$ cat config.mk
export PLATFORM = sky130hd
export DESIGN_NAME = rnht_ctrl
export DESIGN_NICKNAME = d
export VERILOG_FILES = /design/src/rtl/core/rnht_pkg.sv /design/src/rtl/core/rnht_ctrl.sv
export SDC_FILE = /design/constraint.sdc
export NUM_CORES = 1
export LEC_CHECK = 0
export BUFFER_PORTS_ARGS = -buffer_cell sky130_fd_sc_hd__buf_4
export CAP_MARGIN = 10
export CORE_AREA = 2 2 139 141
export CTS_CLUSTER_DIAMETER = 120
export DETAILED_ROUTE_END_ITERATION = 16
export DIE_AREA = 0 0 141 143
export PLACE_DENSITY_LB_ADDON = 0.15
export SYNTH_ARGS = -nofsm -noshare
export SYNTH_HDL_FRONTEND = slang
export SYNTH_SLANG_ARGS = --single-unit
$ cat constraint.sdc
create_clock -name i_clk -period 15.2 [get_ports i_clk]
set_clock_uncertainty 0.2 [all_clocks]
set_input_delay 3.8 -clock i_clk [delete_from_list [all_inputs] [get_ports i_clk]]
set_output_delay 3.8 -clock i_clk [all_outputs]
set_load 0.01 [all_outputs]
$ cat src/rtl/core/rnht_pkg.sv
// Shared types and codes for the next hop routing table.
// No dependencies; imported by rnht_ram, rnht_ctrl and route_next_hop_table.
`timescale 1ns / 1ps
`default_nettype none

package rnht_pkg;

    localparam int ADDR_W = 48;

    typedef logic [ADDR_W-1:0] t_addr;

    typedef enum logic [1:0] {
        FUNC_ADD    = 2'd0,
        FUNC_LOOKUP = 2'd1,
        FUNC_CLEAR  = 2'd2
    } t_func;

    typedef enum logic [1:0] {
        ST_OK        = 2'd0,
        ST_NOT_FOUND = 2'd1,
        ST_FULL      = 2'd2
    } t_status;

    typedef enum logic [1:0] {
        S_IDLE,
        S_READ,
        S_CMP,
        S_MISS
    } t_state;

    typedef struct packed {
        t_addr key;
        t_addr hop;
    } t_row;

endpackage

`default_nettype wire

$ cat src/rtl/core/rnht_ctrl.sv
// Sequencer and shared key comparator: scans the filled prefix of the table.
// Depends on rnht_pkg; drives the ports of rnht_ram.
`timescale 1ns / 1ps
`default_nettype none

module rnht_ctrl #(
    parameter int DEPTH = 64,
    parameter int AW    = $clog2(DEPTH),
    parameter int CW    = $clog2(DEPTH + 1)
) (
    input  wire logic             i_clk,
    input  wire logic             i_rst_n,
    input  wire logic             i_start,
    input  wire logic [1:0]       i_func,
    input  wire rnht_pkg::t_addr  i_dest_addr,
    input  wire rnht_pkg::t_addr  i_next_hop,
    output logic                  o_busy,
    output logic                  o_done,
    output logic [1:0]            o_status,
    output rnht_pkg::t_addr       o_found_next_hop,
    output logic                  o_wr_en,
    output logic [AW-1:0]         o_wr_addr,
    output rnht_pkg::t_row        o_wr_data,
    output logic                  o_rd_en,
    output logic [AW-1:0]         o_rd_addr,
    input  wire rnht_pkg::t_row   i_rd_data
);
    import rnht_pkg::*;

    t_state  r_state, n_state;
    t_func   r_func, n_func;
    t_addr   r_key, n_key;
    t_addr   r_hop, n_hop;
    logic [AW-1:0] r_idx, n_idx;
    logic [CW-1:0] r_count, n_count;
    logic    r_done, n_done;
    t_status r_status, n_status;
    t_addr   r_found, n_found;
    logic    hit;
    logic    last;

    // Entries fill lowest index first and only a clear or reset frees them,
    // so the valid entries are always slots 0 .. r_count-1.
    always_ff @(posedge i_clk) begin
        if (!i_rst_n) begin
            r_state <= S_IDLE;
            r_count <= '0;
            r_done  <= 1'b0;
        end else begin
            r_state <= n_state;
            r_count <= n_count;
            r_done  <= n_done;
        end
    end

    always_ff @(posedge i_clk) begin
        r_func   <= n_func;
        r_key    <= n_key;
        r_hop    <= n_hop;
        r_idx    <= n_idx;
        r_status <= n_status;
        r_found  <= n_found;
    end

    assign hit  = (i_rd_data.key == r_key);
    assign last = ((CW'(r_idx) + CW'(1)) == r_count);

    always_comb begin
        n_state   = r_state;
        n_func    = r_func;
        n_key     = r_key;
        n_hop     = r_hop;
        n_idx     = r_idx;
        n_count   = r_count;
        n_done    = 1'b0;
        n_status  = r_status;
        n_found   = r_found;
        o_wr_en   = 1'b0;
        o_wr_addr = r_idx;
        o_wr_data = '{key: r_key, hop: r_hop};
        o_rd_en   = 1'b0;
        o_rd_addr = r_idx;

        case (r_state)
            S_IDLE: begin
                if (i_start) begin
                    n_func   = t_func'(i_func);
                    n_key    = i_dest_addr;
                    n_hop    = i_next_hop;
                    n_idx    = '0;
                    n_status = ST_OK;
                    n_found  = '0;
                    case (t_func'(i_func))
                        FUNC_ADD, FUNC_LOOKUP: begin
                            n_state = (r_count == '0) ? S_MISS : S_READ;
                        end
                        FUNC_CLEAR: begin
                            n_count = '0;
                            n_done  = 1'b1;
                        end
                        default: begin
                            n_done = 1'b1;
                        end
                    endcase
                end
            end
            S_READ: begin
                o_rd_en = 1'b1;
                n_state = S_CMP;
            end
            S_CMP: begin
                if (hit) begin
                    if (r_func == FUNC_ADD) begin
                        o_wr_en = 1'b1;
                    end else begin
                        n_found = i_rd_data.hop;
                    end
                    n_done  = 1'b1;
                    n_state = S_IDLE;
                end else if (last) begin
                    n_state = S_MISS;
                end else begin
                    n_idx   = r_idx + AW'(1);
                    n_state = S_READ;
                end
            end
            S_MISS: begin
                if (r_func == FUNC_ADD) begin
                    if (r_count == CW'(DEPTH)) begin
                        n_status = ST_FULL;
                    end else begin
                        o_wr_en   = 1'b1;
                        o_wr_addr = r_count[AW-1:0];
                        n_count   = r_count + CW'(1);
                    end
                end else begin
                    n_status = ST_NOT_FOUND;
                end
                n_done  = 1'b1;
                n_state = S_IDLE;
            end
            default: begin
                n_state = S_IDLE;
            end
        endcase
    end

    assign o_busy           = (r_state != S_IDLE);
    assign o_done           = r_done;
    assign o_status         = r_status;
    assign o_found_next_hop = r_found;

endmodule

`default_nettype wire

; ---- Word-level counts from Yosys, hierarchy flattened
; Cells that the tools add are included.
[op_classes]
add_sub_neg = 3
reduce_logical = 14
mux = 36
n_eq_ne = 18
[op_table]
columns = op, count
row1 = $mux W48, 3
row2 = $pmux W48 S2, 1
row3 = $eq A48 B48 Y1, 1
row4 = $mux W6, 6
row5 = $mux W7, 4
row6 = $mux W2, 8
row7 = $ne A2 B2 Y1 const B, 7
row8 = $pmux W7 S2, 1
row9 = $pmux W6 S2, 1
row10 = $mux W1, 8
row11 = $pmux W2 S4, 1
row12 = $reduce_and A4 Y1, 2
row13 = $add A6 B1 Y7 const B, 1
row14 = $add A7 B1 Y7 const B, 1
row15 = $eq A7 B7 Y1, 1
row16 = $eq A7 B7 Y1 const B, 1
row17 = $logic_not A7 Y1, 1
row18 = $add A6 B1 Y6 const B, 1
row19 = $eq A2 B2 Y1 const B, 3
row20 = $logic_not A2 Y1, 3
row21 = $reduce_bool A2 Y1, 3
row22 = $reduce_and A5 Y1, 1
row23 = $eq A2 B1 Y1 const B, 2
row24 = $ne A2 B1 Y1 const B, 2
row25 = other kinds (7), 8
[totals]
output_inout_bits = 162
inputBits = 197
register_bits = 164

; ---- Longest topological paths before layout
[logic_depth]
ltp_word = 5
mapped_depth = 8

; ---- Worst setup path before layout
; No wires, ideal clock.
[synth_path]
kind = input -> register
start = in i_start
end = reg r_count[5]
arrival_ns = 12.893
path_slack_ns = 1.967
stages = 6
n_path_buf = 0
setup_time_ns = 0.140
path_cell_list = nor3b_1 nand2_1 o21ai_4 nand4_1 xor2_1 nor2_1
[synth_via]
elab_chain_cells = 2
[synth_rtl]
columns = item, line_no
row1 = "start, declared", rnht_ctrl.sv:13  ; input wire logic i_start,
row2 = $ne A2 B2 Y1 (no source line), --
row3 = $reduce_and A5 Y1 (no source line), --
row4 = "end signal, assigned", rnht_ctrl.sv:51  ; r_count <= n_count;
row5 = "end, declared", rnht_ctrl.sv:35  ; logic [CW-1:0] r_count, n_count;
; No other way between the ends.
; A chain may end at the register's enable or synchronous reset.

; ---- Final worst setup path
[layout_path]
start = in i_rd_data[68] (netlist bit)
end = out o_wr_en
[layout_via]
elab_chain_cells = 3
[layout_rtl]
columns = item, line_no
row1 = "start, declared", rnht_ctrl.sv:26  ; input wire rnht_pkg::t_row i_rd_data
row2 = $eq A48 B48 Y1, rnht_ctrl.sv:65  ; assign hit = (i_rd_data.key == r_key);
row3 = $mux W1, rnht_ctrl.sv:112  ; if (hit) begin
row4 = $pmux W1 S2, rnht_ctrl.sv:84  ; case (r_state)
row5 = "end, declared", rnht_ctrl.sv:21  ; output logic o_wr_en,
; No other way between the ends.

==> results.py <==
metrics = {
    "worst_setup_path": {
        "end_kind": "output port",
        "critPathKind": "in2out",
        "cp.required_ns": 11.20,
        "cp.arrival_ns": 5.50,
        "path_max_fanout": 2,
        "crit_path_start_kind": "input pin",
    },
    "routing": {
        "vias": 4535,
        "initialDrtViolationCount": 148,
        "postRouteAntennaNets": 0,
        "wl_per_cell_um": 19.2,
        "drc": 0,
        "vias_per_cell": 4.54,
        "drt_pass1_iterations": 7,
        "wirelength_um": 19200,
    },
    "yosys": {
        "synthDistinctLibCells": 42,
        "postSynth.asyncResetShare": 0,
        "syn_area_per_cell_sq_um": 16.7,
        "yosysWarningCount": 0,
        "syn_nets": 584,
        "syn_inst": 384,
        "synth.most_common_cell": "edfxtp_1",
        "synthTopCellsByCount": "154 x edfxtp_1, 57 x xor2_1, 51 x and2_1",
        "synthesis.area_sq_um": 6400,
        "synth_seq_area_share": 0.754,
        "yosys.area.top_type": "edfxtp_1",
        "ys.flop_type": "edfxtp_1",
        "synth_edf_count": 154,
        "synth-seq-cells": 164,
        "netlist_top_cells_area": "edfxtp_1 72%, xor2_1 7.8%, and2_1 5.0%, dfxtp_1 3.1%, nor4_1 1.2%",
        "synth_top_cell_area_share": 0.723,
    },
    "power_and_ir_drop": {
        "ir_worst_vdd_uv": 71.7,
        "power_density_nw_per_um2": 124,
        "leakage_nw": 4.23,
    },
    "grt": {
        "grt_pass1_wl_um": 27300,
        "grt_pass1_vias": 4692,
        "globalRouteOverflowTotal": 0,
        "use_met2": 0.303,
        "grt_max_degree": 81,
        "top_usage_layer": "met2",
        "grt_usage": 0.185,
        "grtUsageMet3": 0.0825,
        "antenna_found_initial": 0,
        "met1_usage": 0.210,
    },
    "placement": {
        "dpl.hpwl_um": 15100,
        "gp_congestion": 0.854,
        "dp_cells": 968,
        "numPortBuffers": 358,
    },
    "clock_network": {
        "cts_buffers": 17,
        "cts-root-buf": "clkbuf_16",
        "cts.path.max_buffers": 2,
        "cts_max_level": 4,
        "cts.clk_slew.worst_paths_ns": 0.07,
        "clock_sinks": 164,
        "cts_hold_buf": 0,
        "cts_tree": "done",
        "post_cts_buffers": 0,
        "insertion_delay_ns": 0.43,
        "cts_resized": 0,
    },
    "sta": {
        "max_freq_mhz": 105,
        "slew_headroom": 0.250,
        "setup_viol": 0,
        "finalSetupTns_ns": 0,
        "finalHoldViolCount": 0,
        "drv_slew": 0,
        "tightest_slew_ns": 1.13,
        "rsz0062_at_grt": "no",
        "period_share": 0.625,
        "min_period_ns": 9.50,
    },
    "floorplan": {
        "die_h_um": 143,
        "dieArea_sq_um": 20200,
        "fp.dieW_um": 141,
        "rows": 50,
        "core_sq_um": 18600,
        "num_io_pins": 359,
        "start_util": 0.344,
    },
    "hold_path": {
        "hold_path.class": "reg2reg",
    },
    "final_layout": {
        "fill_cells": 1597,
        "ff_latch_area_sq_um": 4820,
        "layout.cells.non_filler": 1000,
        "multi_input_area_sq_um": 1470,
        "nets": 953,
        "drive_above_1_share": 0.531,
        "antenna_cells": 0,
        "syn2layout_area_growth_pct": 55.2,
    },
    "job": {
        "cap_violations": 0,
    },
    "status": {
        "status": "complete, no violations",
    },
}
[final timing paths]
check | from | endpoint | slack, ns | cells past startpoint
worst min-delay path | r_func[0]$_DFFE_PP_ | o_status[0]$_SDFFCE_PN0P_ | 0.43 | 2
worst max register to register | r_key[45]$_DFFE_PP_ | o_found_next_hop[30]$_SDFFCE_PN0P_ | 11.77 | 5
worst min register to register | r_func[0]$_DFFE_PP_ | o_status[0]$_SDFFCE_PN0P_ | 0.43 | 2
worst max-delay path | i_rd_data[68] | o_wr_en | 5.70 | 7
[state kept, by name, summed over array words and instances (netlist names)]
name / count
r_key: 48
r_func: 2
o_done: 1
r_hop: 48
o_found_next_hop: 48
r_count: 7
r_state: 2
o_rd_addr: 6
o_status: 2
[area by class of cell]
| type | count | area share |
|---|---|---|
| well taps | 234 | 0.0295 |
| flip-flops and latches | 164 | 0.486 |
| clock inverters | 15 | 0.0189 |
| inverters | 4 | 0.00151 |
| clock buffers | 17 | 0.0428 |
| multi-input cells | 205 | 0.148 |
| repair buffers | 361 | 0.273 |
[power by group]
part           internal [W]  switching [W]  total [W]
Clock              0.000237       0.000204   0.000441
Combinational      0.000110       0.000102   0.000211
Sequential         0.000558      0.0000248   0.000583
Total              0.000905       0.000331    0.00124
[metal layers]
| metal | vias to the layer above | share of wire |
|---|---|---|
| met4 | 0 | 0.028 |
| met3 | 32 | 0.11 |
| met2 | 244 | 0.50 |
| met1 | 2104 | 0.37 |
| li1 | 2155 | - |
| met5 | - | 0 |
[placed cells by master (no fill, tap or decap), types with 5 or more instances in the layout]
| master | count |
|---|---|
| nand4_1 | 5 |
| xnor2_1 | 8 |
| nand2_1 | 7 |
| o21ai_0 | 5 |
| nor4_1 | 12 |
| and2_1 | 51 |
| clkbuf_16 | 17 |
| xor2_1 | 57 |
| nor2_1 | 17 |
| edfxtp_1 | 154 |
| buf_4 | 361 |
| dfxtp_1 | 10 |
[kinds of logic (layout without fill, tap and decap cells)]
family | Yosys count | count (layout) | share of synthesized area
buf+inv | 15 | 397 | 0.0166
compound gates | 21 | 21 | 0.0270
simple gates | 116 | 116 | 0.107
xor+xnor | 65 | 65 | 0.0890
fa+ha+maj | 3 | 3 | 0.00587
flops | 164 | 164 | 0.754
[metrics by stage]
stage	instance area, sq um	util	worst slack, ns	hold slack (ns)	power, W
2_1_floorplan	6400	-	1.97	0.344	0.000675
3_3_place_gp	9320	0.501	5.60	0.400	0.000804
3_5_place_dp	9320	0.501	5.59	0.409	0.000808
4_1_cts	9930	0.534	5.57	0.420	0.00125
5_1_grt	9930	0.534	5.50	0.482	0.00128
6_report	9930	0.534	5.70	0.429	0.00124
[critical path, stage by stage]
cell	delay [ns]
buf_4	0.11
xor2_1	0.13
nor4_1	0.53
nand4_1	0.25
o41ai_1	0.31
and3_1	0.23
buf_4	0.13
Note: power is estimated with default switching activity, not from simulation.
